### src/design/skt_pkg.sv
// ----------------------------------------------------------------------------
// skt_pkg
// Shared types and constants of the sorted key table: command and status
// codes, transaction structs and the control struct broadcast to the cells.
// ----------------------------------------------------------------------------
package skt_pkg;

    localparam int DEPTH_DEF     = 32;
    localparam int KEY_WIDTH_DEF = 16;

    typedef enum logic [1:0] {
        CMD_INSERT = 2'd0,
        CMD_DELETE = 2'd1,
        CMD_FIND   = 2'd2,
        CMD_NOP    = 2'd3
    } cmd_t;

    typedef enum logic [1:0] {
        ST_OK      = 2'd0,
        ST_FULL    = 2'd1,
        ST_RANGE   = 2'd2,
        ST_MISSING = 2'd3
    } status_t;

    typedef struct packed {
        logic [1:0]  cmd;
        logic [15:0] key;
        logic [4:0]  position;
    } req_t;

    typedef struct packed {
        logic [1:0] status;
        logic [4:0] found_index;
        logic [5:0] entry_count;
    } rsp_t;

    typedef struct packed {
        logic       ins_en;
        logic       del_en;
        logic [4:0] position;
    } ctrl_t;

endpackage

### src/design/skt_cell.sv
// ----------------------------------------------------------------------------
// skt_cell
// One slot of the table: holds a key, compares it with the broadcast key and
// shifts up or down with its neighbors on insert and delete.
// ----------------------------------------------------------------------------
module skt_cell
    import skt_pkg::*;
#(
    parameter int KEY_WIDTH = KEY_WIDTH_DEF,
    parameter int CNT_W     = 6,
    parameter int INDEX     = 0
)
(
    input  logic                 clk,
    input  ctrl_t                ctrl,
    input  logic [KEY_WIDTH-1:0] key_in,
    input  logic [CNT_W-1:0]     count,
    input  logic [KEY_WIDTH-1:0] prev_key,
    input  logic                 prev_le,
    input  logic                 prev_match,
    input  logic [KEY_WIDTH-1:0] next_key,
    output logic [KEY_WIDTH-1:0] key_q,
    output logic                 le,
    output logic                 match,
    output logic                 ins_hit,
    output logic                 find_hit
);

    logic                 slot_valid;
    logic [KEY_WIDTH-1:0] key_reg;
    logic [KEY_WIDTH-1:0] key_next;

    assign slot_valid = 32'(INDEX) < 32'(count);
    assign le         = slot_valid && (key_reg <= key_in);
    assign match      = slot_valid && (key_reg == key_in);
    assign ins_hit    = !le && prev_le;
    assign find_hit   = match && !prev_match;
    assign key_q      = key_reg;

    always_comb
    begin
        key_next = key_reg;
        if (ctrl.ins_en)
        begin
            if (ins_hit)
            begin
                key_next = key_in;
            end
            else if (!prev_le)
            begin
                key_next = prev_key;
            end
        end
        else if (ctrl.del_en && (32'(ctrl.position) <= 32'(INDEX)))
        begin
            key_next = next_key;
        end
    end

    always_ff @(posedge clk)
    begin
        key_reg <= key_next;
    end

endmodule

### src/design/sorted_key_table.sv
// ----------------------------------------------------------------------------
// sorted_key_table
// Ascending table of up to DEPTH keys held in a row of compare-and-shift
// cells, with insert, delete-at-position and find commands.
// ----------------------------------------------------------------------------
// A command is taken on every clock edge where start is high; busy never
// rises, so one transaction can follow another in back-to-back cycles. All
// cells compare their key with the command key in the cycle the transaction
// is taken and shift at that edge; the result appears on result with done
// high in the following cycle. The receiver cannot stall and must take the
// result in that cycle. Entries above the fill count hold stale data and
// are never reported, so no clearing pass follows reset.
module sorted_key_table
    import skt_pkg::*;
#(
    parameter int DEPTH     = DEPTH_DEF,
    parameter int KEY_WIDTH = KEY_WIDTH_DEF
)
(
    input  logic clk,
    input  logic rst_n,
    input  logic start,
    output logic busy,
    input  req_t request,
    output logic done,
    output rsp_t result
);

    localparam int IDX_W = (DEPTH > 1) ? $clog2(DEPTH) : 1;
    localparam int CNT_W = $clog2(DEPTH + 1);

    logic [CNT_W-1:0]     count_reg;
    logic [CNT_W-1:0]     count_next;
    logic                 done_reg;
    rsp_t                 result_reg;
    rsp_t                 result_next;
    ctrl_t                ctrl;
    logic [KEY_WIDTH-1:0] key_in;
    logic                 accept;
    logic                 full;
    logic                 pos_ok;

    logic [KEY_WIDTH-1:0] key_q    [DEPTH];
    logic [DEPTH-1:0]     le;
    logic [DEPTH-1:0]     match;
    logic [DEPTH-1:0]     ins_hit;
    logic [DEPTH-1:0]     find_hit;
    logic [IDX_W-1:0]     ins_idx;
    logic [IDX_W-1:0]     find_idx;

    assign busy   = 1'b0;
    assign accept = start && !busy;
    assign key_in = KEY_WIDTH'(request.key);
    assign full   = count_reg >= CNT_W'(DEPTH);
    assign pos_ok = 32'(request.position) < 32'(count_reg);

    assign ctrl.ins_en   = accept && (request.cmd == CMD_INSERT) && !full;
    assign ctrl.del_en   = accept && (request.cmd == CMD_DELETE) && pos_ok;
    assign ctrl.position = request.position;

    // cell row
    for (genvar i = 0; i < DEPTH; i++)
    begin : g_cell
        logic [KEY_WIDTH-1:0] prev_key;
        logic                 prev_le;
        logic                 prev_match;
        logic [KEY_WIDTH-1:0] next_key;

        if (i == 0)
        begin : g_head
            assign prev_key   = key_in;
            assign prev_le    = 1'b1;
            assign prev_match = 1'b0;
        end
        else
        begin : g_body
            assign prev_key   = key_q[i-1];
            assign prev_le    = le[i-1];
            assign prev_match = match[i-1];
        end

        if (i == DEPTH - 1)
        begin : g_tail
            assign next_key = key_q[i];
        end
        else
        begin : g_link
            assign next_key = key_q[i+1];
        end

        skt_cell #(
            .KEY_WIDTH (KEY_WIDTH),
            .CNT_W     (CNT_W),
            .INDEX     (i)
        ) u_cell (
            .clk        (clk),
            .ctrl       (ctrl),
            .key_in     (key_in),
            .count      (count_reg),
            .prev_key   (prev_key),
            .prev_le    (prev_le),
            .prev_match (prev_match),
            .next_key   (next_key),
            .key_q      (key_q[i]),
            .le         (le[i]),
            .match      (match[i]),
            .ins_hit    (ins_hit[i]),
            .find_hit   (find_hit[i])
        );
    end

    // boundaries are one-hot, so an or of the hit indexes encodes them
    always_comb
    begin
        ins_idx  = '0;
        find_idx = '0;
        for (int i = 0; i < DEPTH; i++)
        begin
            if (ins_hit[i])
            begin
                ins_idx = ins_idx | IDX_W'(i);
            end
            if (find_hit[i])
            begin
                find_idx = find_idx | IDX_W'(i);
            end
        end
    end

    always_comb
    begin
        count_next = count_reg;
        if (ctrl.ins_en)
        begin
            count_next = count_reg + CNT_W'(1);
        end
        else if (ctrl.del_en)
        begin
            count_next = count_reg - CNT_W'(1);
        end
    end

    always_comb
    begin
        result_next.status      = ST_OK;
        result_next.found_index = '0;
        result_next.entry_count = 6'(count_next);
        case (request.cmd)
            CMD_INSERT:
            begin
                if (full)
                begin
                    result_next.status = ST_FULL;
                end
                else
                begin
                    result_next.found_index = 5'(ins_idx);
                end
            end
            CMD_DELETE:
            begin
                if (!pos_ok)
                begin
                    result_next.status = ST_RANGE;
                end
                else
                begin
                    result_next.found_index = request.position;
                end
            end
            CMD_FIND:
            begin
                if (|find_hit)
                begin
                    result_next.found_index = 5'(find_idx);
                end
                else
                begin
                    result_next.status = ST_MISSING;
                end
            end
            default:
            begin
                result_next.status = ST_OK;
            end
        endcase
    end

    always_ff @(posedge clk or negedge rst_n)
    begin
        if (!rst_n)
        begin
            count_reg <= '0;
            done_reg  <= 1'b0;
        end
        else
        begin
            count_reg <= count_next;
            done_reg  <= accept;
        end
    end

    always_ff @(posedge clk)
    begin
        if (accept)
        begin
            result_reg <= result_next;
        end
    end

    assign done   = done_reg;
    assign result = result_reg;

    a_count_bound: assert property (@(posedge clk) disable iff (!rst_n)
        32'(count_reg) <= 32'(DEPTH))
        else $error("fill count above table depth");

    a_count_only_on_accept: assert property (@(posedge clk) disable iff (!rst_n)
        !accept |=> $stable(count_reg))
        else $error("fill count changed without a transaction");

    a_full_means_full: assert property (@(posedge clk) disable iff (!rst_n)
        (done && (result.status == ST_FULL)) |-> (32'(count_reg) == 32'(DEPTH)))
        else $error("full reported while table has room");

    a_done_follows_accept: assert property (@(posedge clk) disable iff (!rst_n)
        accept |=> done)
        else $error("transaction without result");

endmodule

### config.mk
export PLATFORM = sky130hd
export DESIGN_NAME = sorted_key_table
export DESIGN_NICKNAME = d
export VERILOG_FILES = /design/src/design/skt_pkg.sv /design/src/design/skt_cell.sv /design/src/design/sorted_key_table.sv
export SDC_FILE = /design/constraint.sdc
export NUM_CORES = 2
export LEC_CHECK = 0
export ABC_CLOCK_PERIOD_IN_PS = 6000
export BUFFER_PORTS_ARGS = -buffer_cell sky130_fd_sc_hd__buf_4
export CAP_MARGIN = 40
export CORE_ASPECT_RATIO = 1.5
export CORE_UTILIZATION = 35
export CTS_BUF_LIST = sky130_fd_sc_hd__clkbuf_8
export CTS_CLUSTER_DIAMETER = 50
export DETAILED_ROUTE_END_ITERATION = 7
export PLACE_DENSITY = 0.54
export SLEW_MARGIN = 20
export SYNTH_ARGS = -nofsm -noshare
export SYNTH_HDL_FRONTEND = slang
export SYNTH_SLANG_ARGS = --single-unit
### constraint.sdc
create_clock -name clk -period 6 [get_ports clk]
set_clock_uncertainty 0.05 [all_clocks]
set_input_delay 0 -clock clk [delete_from_list [all_inputs] [get_ports clk]]
set_output_delay 0 -clock clk [all_outputs]
set_load 0.02 [all_outputs]
======== Word level (Yosys, flattened, before mapping) ========
Cells that the tools add are included.
word-level totals
  bits in registers ....................... 532
  latch bits .............................. 0
  memory bits (writable) .................. 0
  bits in read-only memories .............. 0
  bits of input ports ..................... 26
  memories kept ........................... 0
cells by class
  add/sub/neg operators ................... 2
  multiply operators ...................... 0
  divide/modulo/power cells ............... 0
  $lt $le $gt $ge ......................... 97
  equal/unequal tests ..................... 66
  shifts and indexed selects .............. 0
  muxes and demuxes ....................... 330
  bitwise logic cells ..................... 0
  reduce and logical (&&, ||, !) cells .... 289
operators by type and width
  kind                                                                               number
  16-bit 2-to-1 mux                                                                  251
  16-bit equality test                                                               32
  16-bit less-or-equal comparator                                                    32
  5-bit 2-to-1 mux                                                                   38
  1-bit logical AND                                                                  161
  5-bit by 6-bit < comparator with 1-bit output (first input constant)               16
  3-bit inequality test (second input constant)                                      30
  5-bit less-or-equal comparator (second input constant)                             15
  4-bit 2-to-1 mux                                                                   16
  2-bit AND reduction                                                                32
  1-bit logical NOT                                                                  63
  2-bit nonzero test                                                                 31
  4-bit by 6-bit < comparator with 1-bit output (first input constant)               8
  5-bit by 4-bit less-or-equal comparator with 1-bit output (second input constant)  8
  32-bit OR reduction                                                                1
  3-bit by 6-bit < comparator with 1-bit output (first input constant)               4
  3-bit 2-to-1 mux                                                                   8
  5-bit by 3-bit less-or-equal comparator with 1-bit output (second input constant)  4
  2-bit 2-to-1 mux                                                                   9
  6-bit 2-to-1 mux                                                                   3
  5-bit case mux with 3 select lines                                                 1
  1-bit by 6-bit < comparator with 1-bit output (first input constant)               2
  2-bit by 6-bit < comparator with 1-bit output (first input constant)               2
  5-bit by 1-bit less-or-equal comparator with 1-bit output (second input constant)  2
  11 further kinds                                                                   15

======== Depth between registers and ports, before layout ========
  depth after elaboration ................. 38
  gate-level depth with buffers ........... 15
  depth with buffers taken out ............ 11

======== By module ========
A second synthesis with hierarchy kept.
second synthesis, totals
  cells, all modules ...................... 5243
  area total of the unflattened synthesis .. 48061.1 µm²
modules (own cells, without submodules)
  module                         instances  cells each  area each (µm²)  seq. area each (µm²)
  skt_cell at g_cell[12].u_cell  1          176         1607.8           480.5
  skt_cell at g_cell[13].u_cell  1          175         1606.5           480.5
  skt_cell at g_cell[14].u_cell  1          176         1605.3           480.5
  skt_cell at g_cell[1].u_cell   1          174         1600.3           480.5
  skt_cell at g_cell[5].u_cell   1          173         1600.3           480.5
  skt_cell at g_cell[29].u_cell  1          172         1592.8           480.5
  skt_cell at g_cell[25].u_cell  1          173         1582.8           480.5
  skt_cell at g_cell[2].u_cell   1          175         1579.0           480.5
  skt_cell at g_cell[0].u_cell   1          175         1577.8           480.5
  skt_cell at g_cell[4].u_cell   1          175         1567.8           480.5
  skt_cell at g_cell[6].u_cell   1          175         1566.5           480.5
  skt_cell at g_cell[17].u_cell  1          159         1547.7           480.5
  skt_cell at g_cell[15].u_cell  1          174         1537.7           480.5
  skt_cell at g_cell[27].u_cell  1          156         1532.7           480.5
  +19 rows                       --         --          --               --

======== Worst setup path after synthesis ========
OpenSTA, ideal clock, no wires.
  path kind ............................... input port to flip-flop
  from .................................... input request[19] (netlist name)
  to ...................................... register g_cell[26].u_cell.key_reg[0] (enable)
  library setup time ...................... 417 ps
  arrival ................................. 4231 ps
  setup slack ............................. 1302 ps
  stages on the path ...................... 9
  buffers on the path ..................... 2
  cells stage by stage .................... clkbuf_1 inv_1 clkbuf_1 ha_1 nand4_1 or4_4 o221a_2 or2_2 a221oi_1
on the way
  longest elaborated chain between the ends .. 6
  elaborated cells on any way between the ends .. 8
  those cells by class .................... 2 x order compare; 1 x eq/ne; 5 x reduce/logical
RTL lines
  item                                      RTL line                RTL
  from (decl)                               sorted_key_table.sv:24  input req_t request,
  16-bit less-or-equal comparator           skt_cell.sv:34          assign le = slot_valid && (key_reg <= key_in);
  1-bit logical AND                         skt_cell.sv:34
  1-bit logical NOT                         --
  1-bit logical AND                         skt_cell.sv:36          assign ins_hit = !le && prev_le;
  3-bit inequality test (no source line) *  --
  2-bit AND reduction (no source line) *    --
  to (signal assigned)                      skt_cell.sv:62          key_reg <= key_next;
  to (decl)                                 skt_cell.sv:30          logic [KEY_WIDTH-1:0] key_reg;
Every way passes the cells marked *; elsewhere a longest branch is shown, timed or not.
A chain may end at the register's enable or synchronous reset.

==> impl_metrics.ini <==
[outcome]
status = finished clean

[sta]
maxSlewHeadroom_pct = 25.8
min_period_ns = 5.04
fin_tns_setup_ns = 0
setup_viol = 0
worst_pin_slew_ns = 1.11
hold-worst-slack_ns = 0.131
hold_viol = 0
rsz0062_at_grt = no
period_share_pct = 83.9
fmax_mhz = 199
maxSlewViolCount = 0

[worst_setup_path]
critPathRequiredTime_ns = 6.48
start_kind = input port
r2r_cells = 11
setup.worst_path.class = input port to flop
crit_arrival_ns = 5.52
cp_max_fo = 27
critPathCaptureType = flop

[floorplan]
start_util_pct = 35.3
rows = 150
coreArea_um2 = 111000
die_y_um = 412
die-area_um2 = 114000
ios = 41
die_width_um = 276

[global_routing]
antenna_found_initial = 5
grt_max_degree = 253
grt_util_all_layers_pct = 27.0
grt_pass1_wl_um = 224000
grt-ovfl-total = 0
first_global_vias = 33500

[layout]
stdcell_count = 5729
regArea_um2 = 15900
drive_above_1_share_pct = 8.62
fin_area_um2 = 43900
final_cell_mix = nand2_1 (660), o21ai_0 (573), edfxtp_1 (525), ha_1 (520), a21oi_1 (402)
multi_input_area_um2 = 22200
n_fill_cell = 11200
area_growth_pct = 11.6
largest_reg_flops = 512
final_common_cell = nand2_1
finalNetCount = 4754

[route]
drc_errors = 0
dr.pass1.iters = 6
routed-via-count = 33500
detailedRoute.firstIterationViolations = 2903
ant_nets = 0
vias_per_cell = 5.85
wl_per_cell_um = 26.9
wl_um = 154000

[placement]
hpwl_um = 114000
place_area_um2 = 41700
place.gp.congestion = 0.987
port_buffers = 39
dpl.cell_count = 5523

[power_and_ir_drop]
peakVddDrop_uv = 158
combPwrFrac_pct = 39.5
powerDensity_nw_per_um2 = 327
p_sw_share_pct = 41.1
pwr-share-clk_pct = 24.1
fin_total_pwr_uw = 14300
p_sw_uw = 5890
p_leak_uw = 0.0181
power_frac_seq_pct = 36.5
p_int_uw = 8440

[clock_tree]
cts-buffers-inserted = 92
root_buffer = clkbuf_8
clkTransAtPathRegs_ns = 0.07
cts_tree = yes
cts_resized = 0
cts_buffer_depth = 3
clock-sinks = 532
clkLatencyLatePin_ns = 0.80
h-tree-depth = 3

[synthesis]
async_flop_share_pct = 1.32
synth_edf_count = 525
ys_ff_latch = 532
synth.avg_cell_area_um2 = 9.42
ys_seq_area_share_pct = 40.6
synth-main-ff-cell = edfxtp_1
synthesis.nets = 4719
synthDistinctLibCells = 88
synthCells = 4173
synth_area_um2 = 39300
synth_warnings = 0

[hold_path]
min_path_type = input port to flop
min_path_cells = 2

[run]
maxCapViolations = 0
==> worst max-delay path, stage by stage <==
cell and delay [ns]:
dlygate4sd3_1 0.58, buf_4 0.37, inv_2 0.37, buf_4 0.30, ha_1 0.31, nand4_1 0.16
or4_1 0.47, nor3_1 0.62, o22ai_1 0.24, a221o_1 0.39, a211oi_1 0.20, a41oi_1 0.14
a21oi_1 0.13, dlygate4sd3_1 0.56, o21ai_1 0.06, dlygate4sd3_1 0.56
==> final cells by class <==
| class | count | share of cell area (%) |
|---|---|---|
| multi-input cells | 3295 | 50.5 |
| clock buffers | 96 | 3.01 |
| flip-flops and latches | 532 | 36.3 |
| well taps | 1444 | 4.12 |
| repair buffers | 194 | 4.14 |
| inverters | 93 | 0.796 |
| clock inverters | 70 | 1.04 |
| diodes | 5 | 0.0285 |
==> metrics by stage <==
step / setup slack [ns] / util [%]
after floorplan: 1.30 / -
after global placement: 0.837 / 37.2
after detailed placement: 1.42 / 37.4
after CTS: 1.05 / 39.3
after global routing: 0.830 / 39.3
final: 0.964 / 39.4
==> power by group through the flow <==
stage | clock network, uW | registers, uW | logic (uW)
finish | 3450 | 5220 | 5650
global route | 3640 | 5260 | 6120
CTS | 3520 | 5220 | 5590
detailed placement | 0 | 5290 | 5540
global placement | 0 | 5310 | 5400
floorplan | 0 | 5020 | 3750
==> layer usage <==
layer / global-route usage, % / part of all wire (%) / vias up
met5: 0 / 0 / -
met4: 18.8 / 7.8 / 0
met3: 3.54 / 5.1 / 432
met2: 47.5 / 50 / 1238
met1: 29.9 / 37 / 16200
li1: - / - / 15600
==> Yosys cell counts, types with 6 or more instances <==
cell / n / area [um2]
nor4_1: 17 / 106
inv_1: 91 / 342
and3_1: 7 / 43.8
clkbuf_1: 200 / 751
nor2_1: 263 / 987
a211o_1: 8 / 70.1
buf_4: 11 / 82.6
o21a_1: 13 / 97.6
edfxtp_1: 525 / 15800
buf_1: 13 / 48.8
a31oi_1: 18 / 113
o22ai_1: 8 / 50.1
and2_1: 12 / 75.1
a21o_1: 23 / 173
or3_1: 6 / 37.5
o21ai_1: 11 / 55.1
ha_1: 520 / 6510
a221o_1: 10 / 100
nand2b_1: 13 / 81.3
mux2_2: 16 / 180
nand3_1: 53 / 265
nor2b_1: 21 / 131
and4_1: 21 / 184
nor3_1: 34 / 170
or4_1: 12 / 90.1
o21ai_0: 577 / 2890
buf_2: 26 / 130
o221ai_1: 6 / 52.6
nand3b_1: 6 / 45.0
nand4_1: 88 / 551
a21oi_1: 403 / 2020
dfrtp_1: 7 / 175
nand2_1: 661 / 2480
o211ai_1: 24 / 180
o31ai_1: 6 / 45.0
a221oi_1: 25 / 219
mux2i_1: 278 / 2780
a21boi_0: 11 / 82.6
a211oi_1: 29 / 218
==> kinds of logic (layout without fill, tap and decap cells) <==
kind of cell	count (synthesis)	in the layout	share of synthesized area, %
adders and majority gates	520	520	16.6
DFF	532	532	40.6
other	1	6	0.00954
AOI/OAI and AO/OA	1217	1217	17.3
xor gates and xnor gates	5	5	0.111
buffers and inverters	346	453	3.55
and+or+nand+nor	1258	1258	14.4
muxes	294	294	7.54
==> timing repair <==
item,CTS,global route
buffers inserted,0,0
setup endpoints to repair,0,0
hold buffers,31,0
hold endpoints to repair,378,0
==> final timing paths <==
kind                                             start                     endpoint  slack [ns]
setup / recovery                           request[19]                    result[6]        0.96
hold / removal                                   start                    result[1]        0.13
setup reg to reg                          count_reg[1]                    result[6]        1.02
hold reg to reg            g_cell[31].u_cell.key_q[15]  g_cell[30].u_cell.key_q[15]        0.52
max in group asynchronous                        rst_n                 count_reg[5]        5.35
min in group asynchronous                        rst_n                 count_reg[4]        0.21
(Power assumes the default switching activity.)
